--- src/i2p_pkg.sv ---
// Package: operator codes, sequencer states, stack control word and symbol tables.
`timescale 1ns / 1ps

package i2p_pkg;

    // operator codes as held on the stack; CLOSE and OPERAND are never stored
    localparam logic [2:0] CODE_ADD     = 3'd0;
    localparam logic [2:0] CODE_SUB     = 3'd1;
    localparam logic [2:0] CODE_MUL     = 3'd2;
    localparam logic [2:0] CODE_DIV     = 3'd3;
    localparam logic [2:0] CODE_POW     = 3'd4;
    localparam logic [2:0] CODE_OPEN    = 3'd5;
    localparam logic [2:0] CODE_CLOSE   = 3'd6;
    localparam logic [2:0] CODE_OPERAND = 3'd7;

    localparam logic [7:0] CHAR_ADD   = 8'h2B;
    localparam logic [7:0] CHAR_SUB   = 8'h2D;
    localparam logic [7:0] CHAR_MUL   = 8'h2A;
    localparam logic [7:0] CHAR_DIV   = 8'h2F;
    localparam logic [7:0] CHAR_POW   = 8'h5E;
    localparam logic [7:0] CHAR_OPEN  = 8'h28;
    localparam logic [7:0] CHAR_CLOSE = 8'h29;

    typedef enum logic [2:0] {
        ST_IDLE,
        ST_OPER,
        ST_CLOSE,
        ST_FLUSH,
        ST_DONE
    } state_t;

    // one stack operation per cycle: push, pop or neither
    typedef struct packed {
        logic       push;
        logic       pop;
        logic [2:0] code;
    } stack_ctrl_t;

    function automatic logic [2:0] classify(input logic [7:0] c);
        logic [2:0] code;
        case (c)
            CHAR_ADD:   code = CODE_ADD;
            CHAR_SUB:   code = CODE_SUB;
            CHAR_MUL:   code = CODE_MUL;
            CHAR_DIV:   code = CODE_DIV;
            CHAR_POW:   code = CODE_POW;
            CHAR_OPEN:  code = CODE_OPEN;
            CHAR_CLOSE: code = CODE_CLOSE;
            default:    code = CODE_OPERAND;
        endcase
        return code;
    endfunction

    function automatic logic [7:0] sym_of(input logic [2:0] code);
        logic [7:0] c;
        case (code)
            CODE_ADD: c = CHAR_ADD;
            CODE_SUB: c = CHAR_SUB;
            CODE_MUL: c = CHAR_MUL;
            CODE_DIV: c = CHAR_DIV;
            CODE_POW: c = CHAR_POW;
            default:  c = CHAR_OPEN;
        endcase
        return c;
    endfunction

    function automatic logic [1:0] rank_of(input logic [2:0] code);
        logic [1:0] r;
        case (code)
            CODE_ADD, CODE_SUB: r = 2'd0;
            CODE_MUL, CODE_DIV: r = 2'd1;
            CODE_POW:           r = 2'd2;
            default:            r = 2'd3;
        endcase
        return r;
    endfunction

endpackage

--- src/infix_to_postfix_converter.sv ---
// Infix to postfix converter: one character per word in, postfix characters out.
// An accepted operand goes into a one-deep hold register and moves to the output register
// when the next result is made or the word ends; an operator or ')' pops the single-ported
// stack one entry at a time, and a last word also flushes the stack entry by entry.
// A stalled output holds the sequencer; input is accepted only when it is idle.
// Reset (aresetn low, synchronous) empties the stack and clears the overflow flag.
`timescale 1ns / 1ps

module infix_to_postfix_converter #(
    parameter int STACK_DEPTH = 32
) (
    input  logic       aclk,
    input  logic       aresetn,
    input  logic       s_tvalid,
    output logic       s_tready,
    input  logic [7:0] s_tdata,   // [7:0] char_in
    input  logic       s_tlast,   // expr_last
    output logic       m_tvalid,
    input  logic       m_tready,
    output logic [7:0] m_tdata,   // [7:0] char_out
    output logic       m_tlast,   // run_last
    output logic [1:0] m_tuser    // [0] expr_done, [1] overflow
);
    import i2p_pkg::*;

    state_t      state_reg, state_next;
    logic [2:0]  code_reg, code_next;
    logic        last_reg, last_next;
    logic        pend_valid_reg, pend_valid_next;
    logic [7:0]  pend_char_reg, pend_char_next;
    logic        flag_reg, flag_next;
    logic        m_valid_reg, m_valid_next;
    logic [7:0]  m_char_reg, m_char_next;
    logic        m_last_reg, m_last_next;
    logic        m_done_reg, m_done_next;
    logic        m_ovf_reg, m_ovf_next;

    stack_ctrl_t stk_ctrl;
    logic [2:0]  top_code;
    logic        stk_empty;
    logic        stk_full;

    logic        out_free;
    logic        can_emit;
    logic        emit;
    logic [7:0]  emit_char;
    logic        pop_op;

    i2p_op_stack #(
        .STACK_DEPTH (STACK_DEPTH)
    ) u_stack (
        .aclk     (aclk),
        .aresetn  (aresetn),
        .ctrl     (stk_ctrl),
        .top_code (top_code),
        .empty    (stk_empty),
        .full     (stk_full)
    );

    assign out_free = !m_valid_reg || m_tready;
    // a new result moves the held one out first, so the output must have room
    assign can_emit = !pend_valid_reg || out_free;
    // pop rule for an incoming operator
    assign pop_op = !stk_empty && (top_code != CODE_OPEN) &&
                    ((rank_of(top_code) > rank_of(code_reg)) ||
                     ((rank_of(top_code) == rank_of(code_reg)) &&
                      (code_reg != CODE_POW) && (code_reg != CODE_OPEN)));

    // sequencer: next state, stack control, result hand-off
    always_comb begin
        state_next      = state_reg;
        code_next       = code_reg;
        last_next       = last_reg;
        pend_valid_next = pend_valid_reg;
        pend_char_next  = pend_char_reg;
        flag_next       = flag_reg;
        m_valid_next    = m_valid_reg && !m_tready;
        m_char_next     = m_char_reg;
        m_last_next     = m_last_reg;
        m_done_next     = m_done_reg;
        m_ovf_next      = m_ovf_reg;
        stk_ctrl.push   = 1'b0;
        stk_ctrl.pop    = 1'b0;
        stk_ctrl.code   = code_reg;
        emit            = 1'b0;
        emit_char       = sym_of(top_code);
        s_tready        = 1'b0;

        case (state_reg)
            ST_IDLE: begin
                s_tready = 1'b1;
                if (s_tvalid) begin
                    code_next = classify(s_tdata);
                    last_next = s_tlast;
                    if (classify(s_tdata) == CODE_OPERAND) begin
                        emit       = 1'b1;
                        emit_char  = s_tdata;
                        state_next = s_tlast ? ST_FLUSH : ST_DONE;
                    end else if (classify(s_tdata) == CODE_CLOSE) begin
                        state_next = ST_CLOSE;
                    end else begin
                        state_next = ST_OPER;
                    end
                end
            end
            ST_OPER: begin
                if (pop_op) begin
                    if (can_emit) begin
                        emit         = 1'b1;
                        stk_ctrl.pop = 1'b1;
                    end
                end else begin
                    stk_ctrl.push = 1'b1;
                    if (stk_full) begin
                        flag_next = 1'b1;
                    end
                    state_next = last_reg ? ST_FLUSH : ST_DONE;
                end
            end
            ST_CLOSE: begin
                if (stk_empty) begin
                    state_next = last_reg ? ST_FLUSH : ST_DONE;
                end else if (top_code == CODE_OPEN) begin
                    stk_ctrl.pop = 1'b1;
                    state_next   = last_reg ? ST_FLUSH : ST_DONE;
                end else if (can_emit) begin
                    emit         = 1'b1;
                    stk_ctrl.pop = 1'b1;
                end
            end
            ST_FLUSH: begin
                if (stk_empty) begin
                    state_next = ST_DONE;
                end else if (top_code == CODE_OPEN) begin
                    stk_ctrl.pop = 1'b1;
                end else if (can_emit) begin
                    emit         = 1'b1;
                    stk_ctrl.pop = 1'b1;
                end
            end
            ST_DONE: begin
                // the held result is the final one of this word
                if (!pend_valid_reg) begin
                    if (last_reg) begin
                        flag_next = 1'b0;
                    end
                    state_next = ST_IDLE;
                end else if (out_free) begin
                    m_valid_next    = 1'b1;
                    m_char_next     = pend_char_reg;
                    m_last_next     = 1'b1;
                    m_done_next     = last_reg;
                    m_ovf_next      = flag_reg;
                    pend_valid_next = 1'b0;
                    if (last_reg) begin
                        flag_next = 1'b0;
                    end
                    state_next = ST_IDLE;
                end
            end
            default: begin
                state_next = ST_IDLE;
            end
        endcase

        // one-deep hold so the last result of a word can be marked
        if (emit) begin
            if (pend_valid_reg) begin
                m_valid_next = 1'b1;
                m_char_next  = pend_char_reg;
                m_last_next  = 1'b0;
                m_done_next  = 1'b0;
                m_ovf_next   = flag_reg;
            end
            pend_valid_next = 1'b1;
            pend_char_next  = emit_char;
        end
    end

    // control registers
    always_ff @(posedge aclk) begin
        if (!aresetn) begin
            state_reg      <= ST_IDLE;
            pend_valid_reg <= 1'b0;
            flag_reg       <= 1'b0;
            m_valid_reg    <= 1'b0;
        end else begin
            state_reg      <= state_next;
            pend_valid_reg <= pend_valid_next;
            flag_reg       <= flag_next;
            m_valid_reg    <= m_valid_next;
        end
    end

    // payload registers
    always_ff @(posedge aclk) begin
        code_reg      <= code_next;
        last_reg      <= last_next;
        pend_char_reg <= pend_char_next;
        m_char_reg    <= m_char_next;
        m_last_reg    <= m_last_next;
        m_done_reg    <= m_done_next;
        m_ovf_reg     <= m_ovf_next;
    end

    assign m_tvalid = m_valid_reg;
    assign m_tdata  = m_char_reg;
    assign m_tlast  = m_last_reg;
    assign m_tuser  = {m_ovf_reg, m_done_reg};

endmodule

--- src/i2p_op_stack.sv ---
// Operator stack: RAM with fill count and a registered top-of-stack read.
`timescale 1ns / 1ps

module i2p_op_stack #(
    parameter int STACK_DEPTH = 32
) (
    input  logic                aclk,
    input  logic                aresetn,
    input  i2p_pkg::stack_ctrl_t ctrl,
    output logic [2:0]          top_code,
    output logic                empty,
    output logic                full
);
    import i2p_pkg::*;

    localparam int CNT_W = $clog2(STACK_DEPTH + 1);
    localparam int AW    = $clog2(STACK_DEPTH);

    logic [2:0]       mem [STACK_DEPTH];
    logic [CNT_W-1:0] count_reg;
    logic [CNT_W-1:0] count_next;
    logic [CNT_W-1:0] rd_cnt;
    logic [AW-1:0]    rd_addr;
    logic [AW-1:0]    wr_addr;
    logic             wr_en;
    logic [2:0]       top_reg;

    // fill count
    always_comb begin
        count_next = count_reg;
        if (wr_en) begin
            count_next = count_reg + CNT_W'(1);
        end else if (ctrl.pop && !empty) begin
            count_next = count_reg - CNT_W'(1);
        end
    end

    assign empty   = (count_reg == '0);
    assign full    = (count_reg == CNT_W'(STACK_DEPTH));
    assign wr_en   = ctrl.push && !full;
    assign wr_addr = count_reg[AW-1:0];
    // read the entry that will be on top after this cycle
    assign rd_cnt  = count_next - CNT_W'(1);
    assign rd_addr = rd_cnt[AW-1:0];

    always_ff @(posedge aclk) begin
        if (!aresetn) begin
            count_reg <= '0;
        end else begin
            count_reg <= count_next;
        end
    end

    // memory write and registered top read, with bypass of a fresh push
    always_ff @(posedge aclk) begin
        if (wr_en) begin
            mem[wr_addr] <= ctrl.code;
        end
        if (wr_en && (wr_addr == rd_addr)) begin
            top_reg <= ctrl.code;
        end else begin
            top_reg <= mem[rd_addr];
        end
    end

    assign top_code = top_reg;

endmodule
--- config.mk ---
export PLATFORM = sky130hd
export DESIGN_NAME = infix_to_postfix_converter
export DESIGN_NICKNAME = d
export VERILOG_FILES = /design/src/i2p_pkg.sv /design/src/infix_to_postfix_converter.sv /design/src/i2p_op_stack.sv
export SDC_FILE = /design/constraint.sdc
export NUM_CORES = 1
export LEC_CHECK = 0
export ABC_AREA = 1
export BUFFER_PORTS_ARGS = -buffer_cell sky130_fd_sc_hd__buf_2
export CAP_MARGIN = 15
export CORE_MARGIN = 2
export CORE_UTILIZATION = 55
export DETAILED_ROUTE_END_ITERATION = 10
export GPL_TIMING_DRIVEN = 0
export PLACE_DENSITY = 0.8
export SLEW_MARGIN = 20
export SYNTH_ARGS = -nofsm -noshare
export SYNTH_HDL_FRONTEND = slang
export SYNTH_SLANG_ARGS = --single-unit
--- constraint.sdc ---
create_clock -name aclk -period 4.5 [get_ports aclk]
set_input_delay 0.9 -clock aclk [delete_from_list [all_inputs] [get_ports aclk]]
set_output_delay 0.9 -clock aclk [all_outputs]
set_load 0.005 [all_outputs]
### Word-level counts from Yosys, hierarchy flattened

Memory sizes are Yosys's and may differ from the RTL's. A register that Yosys moved wholly into a read port is not among the register bits.
Cells that the tools add are included.

| storage, ports and cells | value |
|---|---|
| input bits | 13 |
| flip-flop bits (word level) | 35 |
| word-level logic and storage cells | 155 |
| RAM bits | 96 |
| memories | 1 |

| cells by class | value |
|---|---|
| reduce and logical (&&, ||, !) cells | 29 |
| equality and inequality tests | 33 |
| order comparisons | 1 |
| muxes and demuxes | 76 |
| $add $sub $neg | 3 |

Memories:

| name | depth | width | rd ports | clocked after memory_dff | wr ports | RTL line | RTL |
|---|---|---|---|---|---|---|---|
| u_stack.mem | 32 | 3 | 1 | 1 | 1 | i2p_op_stack.sv:19 | `logic [2:0] mem [STACK_DEPTH];` |

Operator list:

| cell | number |
|---|---|
| 2-to-1 mux 8 bit | 8 |
| equality test 8 x 6 -> 1 bit, second input constant | 6 |
| 2-to-1 mux 3 bit | 15 |
| 2-to-1 mux 1 bit | 42 |
| one-hot mux 7 bit (5 select lines) | 1 |
| one-hot mux 3 bit (7 select lines) | 1 |
| equality test 3 x 2 -> 1 bit, second input constant | 6 |
| equality test 3 bit, second input constant | 6 |
| one-hot mux 3 bit (5 select lines) | 1 |
| 2-to-1 mux 6 bit | 2 |
| inequality test 3 bit, second input constant | 4 |
| one-hot mux 2 bit (3 select lines) | 2 |
| OR reduction 2 bit | 5 |
| equality test 3 x 1 -> 1 bit, second input constant | 3 |
| logical NOT 3 bit | 3 |
| equality test 8 x 7 -> 1 bit, second input constant | 1 |
| logical AND 1 bit | 7 |
| adder 6 x 1 -> 6 bit, second input constant | 1 |
| equality test 6 bit, second input constant | 1 |
| logical NOT 6 bit | 1 |
| subtractor 6 x 1 -> 6 bit, second input constant | 1 |
| logical NOT 1 bit | 5 |
| AND reduction 5 bit | 1 |
| subtractor 5 x 1 -> 5 bit, second input constant | 1 |
| 12 further kinds | 18 |

### Logic depth before layout (Yosys ltp)

Gate-level depths: netlist of run 1.

| depth | value |
|---|---|
| word-level depth | 14 |
| mapped depth | 30 |
| mapped depth without buffers | 28 |

### Hierarchy

Synthesis of run 1 repeated with hierarchy kept, for this count alone.

| unflattened totals | value |
|---|---|
| cells, all modules | 701 |
| area, all modules | 6657.6 µm² |

Modules (own cells, without submodules):

| module | cells each | times used | area an instance (µm²) |
|---|---|---|---|
| i2p_op_stack | 490 | 1 | 4847.1 |
| infix_to_postfix_converter | 211 | 1 | 1810.5 |

### Worst setup path before layout of run 1

OpenSTA, ideal clock, no wires.

| path | value |
|---|---|
| kind | register to register |
| start point | register (tool-made name) |
| end point | register (tool-made name) |
| library setup time | 0.140 ns |
| stages on the path, launching flop included | 24 |
| required time | 4.360 ns |
| setup slack | 1.252 ns |
| buffers on the path | 2 |
| arrival time | 3.109 ns |
| cell sequence | dfxtp_1 > buf_2 > inv_2 > buf_2 > nand3_1 > nand3_1 > nand2_1 > nand2_1 > nand2_1 > nand2_1 > nand2_1 > inv_1 > nand2_1 > nand2_1 > ha_1 > nand2_1 > nor3_1 > a211oi_2 > nand4_4 > o211ai_2 > nand2_1 > nand2_1 > inv_2 > nor2_1 |

==> impl_metrics.csv, run 1 <==
group,metric,value,unit
timing,fin_crit_sh,91.7,%
setup_path,cpPeakStageDelay,0.46,ns
min_path,hp-class,"reg -> reg",
timing,rsz0062_at_grt,"no",
cells_and_area,utilization,65.0,%
detailed_routing,drc,0,
global_route,met2_usage,41.3,%
logic_synthesis,synth_warnings,0,
clock_tree,clock_latency,0.42,ns
timing,timing.fmax,242,MHz
global_route,use_met1,33.3,%
cells_and_area,insertedDiodeCount,0,
power,power_switching,0.00197,W
global_route,grt-ovfl-total,0,
floorplanning,coreArea,0.0113,mm2
power,p_clk_share,28.8,%
timing,setup_tns,0,ns
cells_and_area,finalNonFillerCells,866,
timing,min_period,4.13,ns
timing,worst_slew_pin_slew,0.679,ns
placement,portBuffers,25,
logic_synthesis,syn_nets,683,
global_route,busiest_layer,"met2",
global_route,grt_pass1_wl,24800,um
placement,post-place-cells,831,
logic_synthesis,async_reset_ff_share,0,%
setup_path,worstSetupStartpointType,"register",
setup_path,critPathKind,"reg -> reg",
power,seqPwrFrac,32.6,%
detailed_routing,wl,15700,um
power,peakVddDrop,0.405,mV
floorplanning,io_pins,26,
clock_tree,clkTransAtPathRegs,0.06,ns
setup_path,critPathBufInv,4,
placement,gp_congestion,0.946,
logic_synthesis,synth_edf_count,118,
logic_synthesis,syn-cell-area,0.00634,mm2
cells_and_area,drive_above_1_share,14.0,%
floorplanning,fp.dieW,111,um
floorplanning,row_count,39,
logic_synthesis,syn_avg_cell_area,9.56,um2
detailed_routing,vias,4979,
job,maxCapViolCount,0,
clock_tree,cts-root-buf,"clkbuf_16",
global_route,grtUsageMet3,5.39,%
detailed_routing,via_per_inst,5.75,
logic_synthesis,yosys.area.top_type,"edfxtp_1",
floorplanning,initial_utilization,56.0,%
clock_tree,cts_buffers,17,
logic_synthesis,synth.distinct_cells,38,
timing,fin_skew,0.0153,ns
logic_synthesis,synth-seq-area-share,61.6,%
global_route,first_global_vias,5066,
cells_and_area,layout_common_cells,"188 x nand2_1, 118 x edfxtp_1, 96 x nand3_1, 79 x nor2_1, 62 x inv_1",
cells_and_area,fillers,851,
power,pwr-share-comb,38.7,%
timing,slew_violations,0,
floorplanning,fp.dieArea,0.0124,mm2
cells_and_area,final_area,0.00735,mm2
setup_path,cp.required,4.77,ns
placement,place_hpwl,9870,um
global_route,grt_usage,25.9,%
detailed_routing,drtPass1Iterations,5,
detailed_routing,drtAntennaViolNets,0,
cells_and_area,syn2layout_area_growth,16.1,%
cells_and_area,layout.nets,730,
cells_and_area,mostFrequentLayoutCell,"nand2_1",
setup_path,crit_chain,"inv_1 > clkbuf_1 > nand3_1 > nand2_1 > nand2_1 > nand2_1 > nand2_1 > nand2_1 > inv_1 > nand2_1 > nand2_1 > ha_1 > nand2_1 > nor3_1 > a211oi_2 > nand4_4 > o211ai_2 > nand2_1 > nand2_2 > inv_2 > nor2_1",
placement,placed_cell_area,0.00664,mm2
outcome,status,"finished clean",
power,p_leak,3.01,nW
timing,hold_violations,0,
floorplanning,die_h,111,um
setup_path,crit_top_cell,"nand2_1",
power,power_density,696,mW/mm2
timing,relSlewSlack,54.6,%
clock_tree,clock-sinks,136,
clock_tree,clk_path_buf_depth,2,
detailed_routing,drt_iter0_drc,556,
power,power.internal,0.00314,W
cells_and_area,multiInputGateArea,0.00203,mm2
timing,finalSetupViolCount,0,
clock_tree,cts_tree,"built",
global_route,grt_max_degree,35,
logic_synthesis,synth_ff_type,"edfxtp_1",
setup_path,crit_slowest_cell,"clkbuf_1",
global_route,antenna_found_initial,0,
setup_path,worst-path-max-fanout,13,
power,swShare,38.6,%
cells_and_area,regArea,0.00390,mm2
logic_synthesis,ys_seq_elements,136,
logic_synthesis,yosysTopAreaCellShare,55.9,%
detailed_routing,wl_per_cell,18.1,um
logic_synthesis,syn_inst,663,
clock_tree,htree_levels,4,
logic_synthesis,synthTopCellsByArea,"edfxtp_1 56%, nand2_1 11%, nand3_1 7.6%",
setup_path,crit_path_end_kind,"register",
setup_path,path_delay_family,"simple AND/OR/NAND/NOR gates",
setup_path,arrival,4.40,ns
-- power by group through the flow --
stage                     Sequential, W  Combinational [W]  Clock [W]
after floorplan                 0.00167            0.00137          0
after CTS                       0.00168            0.00190    0.00147
after detailed placement        0.00170            0.00187          0
after global routing            0.00168            0.00218    0.00154
final                           0.00167            0.00198    0.00147
after global placement          0.00169            0.00181          0
-- cell families (layout without fill, tap and decap cells) --
family | count (synthesis) | count (layout) | synth area share [%]
xor+xnor | 5 | 5 | 0.691
flops | 136 | 136 | 61.6
buf+inv | 93 | 153 | 6.44
fa+ha+maj | 7 | 7 | 1.38
simple gates | 386 | 386 | 26.0
compound gates | 36 | 36 | 3.89
-- final cells by class --
class	count	share of cell area, %
buffer	24	1.99
clock buffer	26	7.94
clock inverter	6	0.953
inverter	69	3.56
multi-input combinational	434	27.6
sequential	136	53.1
tap	143	2.43
timing repair buffer	28	2.48
-- worst min-delay path, delay by kind of cell (launching register included) --
kind,cells,cell delay (ns)
AOI/OAI and AO/OA,1,0.06
buffers and inverters,1,0.06
DFF,1,0.30
-- stage by stage --
stage / setup slack, ns / power, W / hold slack, ns
after floorplan: 1.25 / 0.00304 / 0.429
after global placement: 0.507 / 0.00350 / 0.443
after global routing: 0.0590 / 0.00540 / 0.486
after CTS: 0.276 / 0.00505 / 0.459
after detailed placement: 0.300 / 0.00358 / 0.449
final: 0.372 / 0.00512 / 0.456
-- Yosys cell counts, types with 2 or more instances --
master    number
a21oi_1        6
nand2_1      189
nor3_1         7
inv_1         62
buf_2         12
nand3_1       96
or2_2          2
inv_2          5
o21ai_1        3
o21ai_0        8
edfxtp_1     118
clkbuf_1       4
o211ai_2       2
nor2_1        79
dfxtp_1       18
nand2_2        6
a211oi_1       2
a31oi_1        4
xor2_1         5
a221oi_1       2
ha_1           7
buf_4          5
o221ai_1       2
nor4_1         3
buf_6          3
-- repair_timing --
item                       CTS  global route
setup buffers                0             0
setup endpoints to repair    0             9
hold buffers                 0             0
gates resized for setup      0             1
-- path summary, 6_finish.rpt --
kind                    startpoint               endpoint  slack, ns  cells after the start
max                       register               register       0.37                     21
min          flag_reg$_SDFFE_PN0P_  flag_reg$_SDFFE_PN0P_       0.46                      2
max reg2reg               register               register       0.37                     21
min reg2reg  flag_reg$_SDFFE_PN0P_  flag_reg$_SDFFE_PN0P_       0.46                      2
-- layer usage --
layer / share of wire [%] / vias up
li1: - / 2319
met1: 40 / 2338
met2: 48 / 260
met3: 8.5 / 62
met4: 3.7 / 0
met5: 0 / -
Power figures use the tool's default switching activity.
==> inputs of run 2 (changes only) <==
- CORE_ASPECT_RATIO: unset -> 0.75
- SKIP_LAST_GASP: unset -> 1
==> impl_metrics.csv, run 2 (same netlist as run 1, synthesis figures left out) <==
group,metric,value,unit
outcome,status,"finished clean",
detailed_routing,wl,15800,um
min_path,hp-class,"reg -> reg",
cells_and_area,drive_above_1_share,14.1,%
setup_path,arrival,4.41,ns
power,peakVddDrop,0.365,mV
floorplanning,fp.dieW,128,um
global_route,grt-ovfl-total,0,
clock_tree,cts_tree,"built",
placement,place_hpwl,10100,um
global_route,first_global_vias,4730,
power,pwr-share-comb,38.9,%
setup_path,crit_slowest_cell,"clkbuf_1",
global_route,grt_max_degree,35,
floorplanning,die_h,97.0,um
setup_path,crit_path_end_kind,"register",
setup_path,r2r_setup_slack,0.37,ns
job,maxCapViolCount,0,
timing,relSlewSlack,57.3,%
floorplanning,initial_utilization,57.3,%
floorplanning,fp.dieArea,0.0124,mm2
setup_path,cpPeakStageDelay,0.45,ns
power,p_clk_share,28.4,%
global_route,antenna_found_initial,0,
detailed_routing,via_per_inst,5.78,
setup_path,worstSetupStartpointType,"register",
power,power.internal,0.00307,W
clock_tree,cts-root-buf,"clkbuf_16",
cells_and_area,mostFrequentLayoutCell,"nand2_1",
setup_path,critPathKind,"reg -> reg",
detailed_routing,drt_iter0_drc,692,
timing,hold_violations,0,
clock_tree,htree_levels,4,
cells_and_area,syn2layout_area_growth,15.5,%
timing,fin_crit_sh,91.8,%
timing,timing.fmax,242,MHz
detailed_routing,wl_per_cell,18.3,um
power,p_leak,2.98,nW
cells_and_area,insertedDiodeCount,0,
setup_path,cp.required,4.78,ns
cells_and_area,layout.nets,730,
floorplanning,row_count,33,
timing,setup_tns,0,ns
power,seqPwrFrac,32.7,%
detailed_routing,drc,0,
setup_path,crit_chain,"inv_1 > clkbuf_1 > nand3_1 > nand2_1 > nand2_1 > nand2_1 > nand2_1 > nand2_1 > inv_1 > nand2_1 > nand2_1 > ha_1 > nand2_1 > nor3_1 > a211oi_2 > nand4_4 > o211ai_4 > nand2_1 > nand2_2 > inv_2 > nor2_1",
setup_path,worst-path-max-fanout,13,
timing,finalSetupViolCount,0,
global_route,grt_pass1_wl,24600,um
clock_tree,clock_latency,0.42,ns
timing,fin_skew,0.00712,ns
floorplanning,coreArea,0.0111,mm2
timing,rsz0062_at_grt,"no",
clock_tree,clkTransAtPathRegs,0.06,ns
timing,worst_slew_pin_slew,0.635,ns
setup_path,crit_top_cell,"nand2_1",
placement,portBuffers,25,
cells_and_area,layout_common_cells,"188 x nand2_1, 118 x edfxtp_1, 96 x nand3_1, 79 x nor2_1, 62 x inv_1",
timing,min_period,4.13,ns
timing,fin_hold_ws,0.473,ns
power,power_switching,0.00203,W
detailed_routing,vias,4985,
power,power_density,697,mW/mm2
clock_tree,cts_buffers,17,
floorplanning,io_pins,26,
detailed_routing,drtAntennaViolNets,0,
timing,slew_violations,0,
clock_tree,clock-sinks,136,
power,swShare,39.8,%
placement,gp_congestion,0.931,
detailed_routing,drtPass1Iterations,8,
clock_tree,clk_path_buf_depth,2,
global_route,grt_usage,26.5,%
run 2: power groups by stage:
| stage | registers [W] | clock network, W | logic, W |
|---|---|---|---|
| after floorplan | 0.00167 | 0 | 0.00137 |
| after global placement | 0.00170 | 0 | 0.00182 |
| after detailed placement | 0.00170 | 0 | 0.00188 |
| after CTS | 0.00168 | 0.00145 | 0.00191 |
| after global routing | 0.00169 | 0.00151 | 0.00219 |
| final | 0.00167 | 0.00145 | 0.00199 |
run 2: worst max-delay path, delay by kind of cell, from the launching register on:
family / cells / cell delay (ns)
and+or+nand+nor: 14 / 1.79
buffers and inverters: 4 / 0.87
AOI/OAI and AO/OA: 2 / 0.66
DFF: 1 / 0.35
adders and majority gates: 1 / 0.30
run 2: repair_timing:
item	in CTS	in global routing
gates resized for setup	0	2
endpoints found under the setup margin	0	18
buffers inserted	0	0
hold buffers	0	0
run 2: path summary, 6_finish.rpt:
path / end / startpoint / depth (start not counted)
setup / recovery: register / register / 21
hold / removal: flag_reg$_SDFFE_PN0P_ / flag_reg$_SDFFE_PN0P_ / 2
setup reg to reg: register / register / 21
hold reg to reg: flag_reg$_SDFFE_PN0P_ / flag_reg$_SDFFE_PN0P_ / 2
run 2: area by class of cell:
type	instances	area (um2)
well taps	140	175
repair buffers	28	183
clock inverters	15	190
flip-flops and latches	136	3900
clock buffers	17	425
inverters	69	262
multi-input cells	434	2040
fillers	811	3740
plain buffers	24	146
run 2: per-stage QoR:
| stage | setup WS [ns] | util (%) | total power, W | cells | cell area, um2 |
|---|---|---|---|---|---|
| finish | 0.367 | 66.2 | 0.00510 | 863 | 7320 |
| global route | 0.0235 | 66.2 | 0.00539 | 863 | 7320 |
| CTS | 0.181 | 65.5 | 0.00504 | 860 | 7250 |
| detailed placement | 0.200 | 60.0 | 0.00359 | 828 | 6640 |
| global placement | 0.405 | 60.0 | 0.00352 | 828 | 6640 |
| floorplan | 1.25 | - | 0.00304 | 663 | 6340 |
run 2: routing by layer:
| metal | track usage, % | routed length [um] |
|---|---|---|
| met5 | 0 | 0 |
| met4 | 8.96 | 228 |
| met3 | 7.41 | 1930 |
| met2 | 38.3 | 7000 |
| met1 | 38.8 | 6650 |
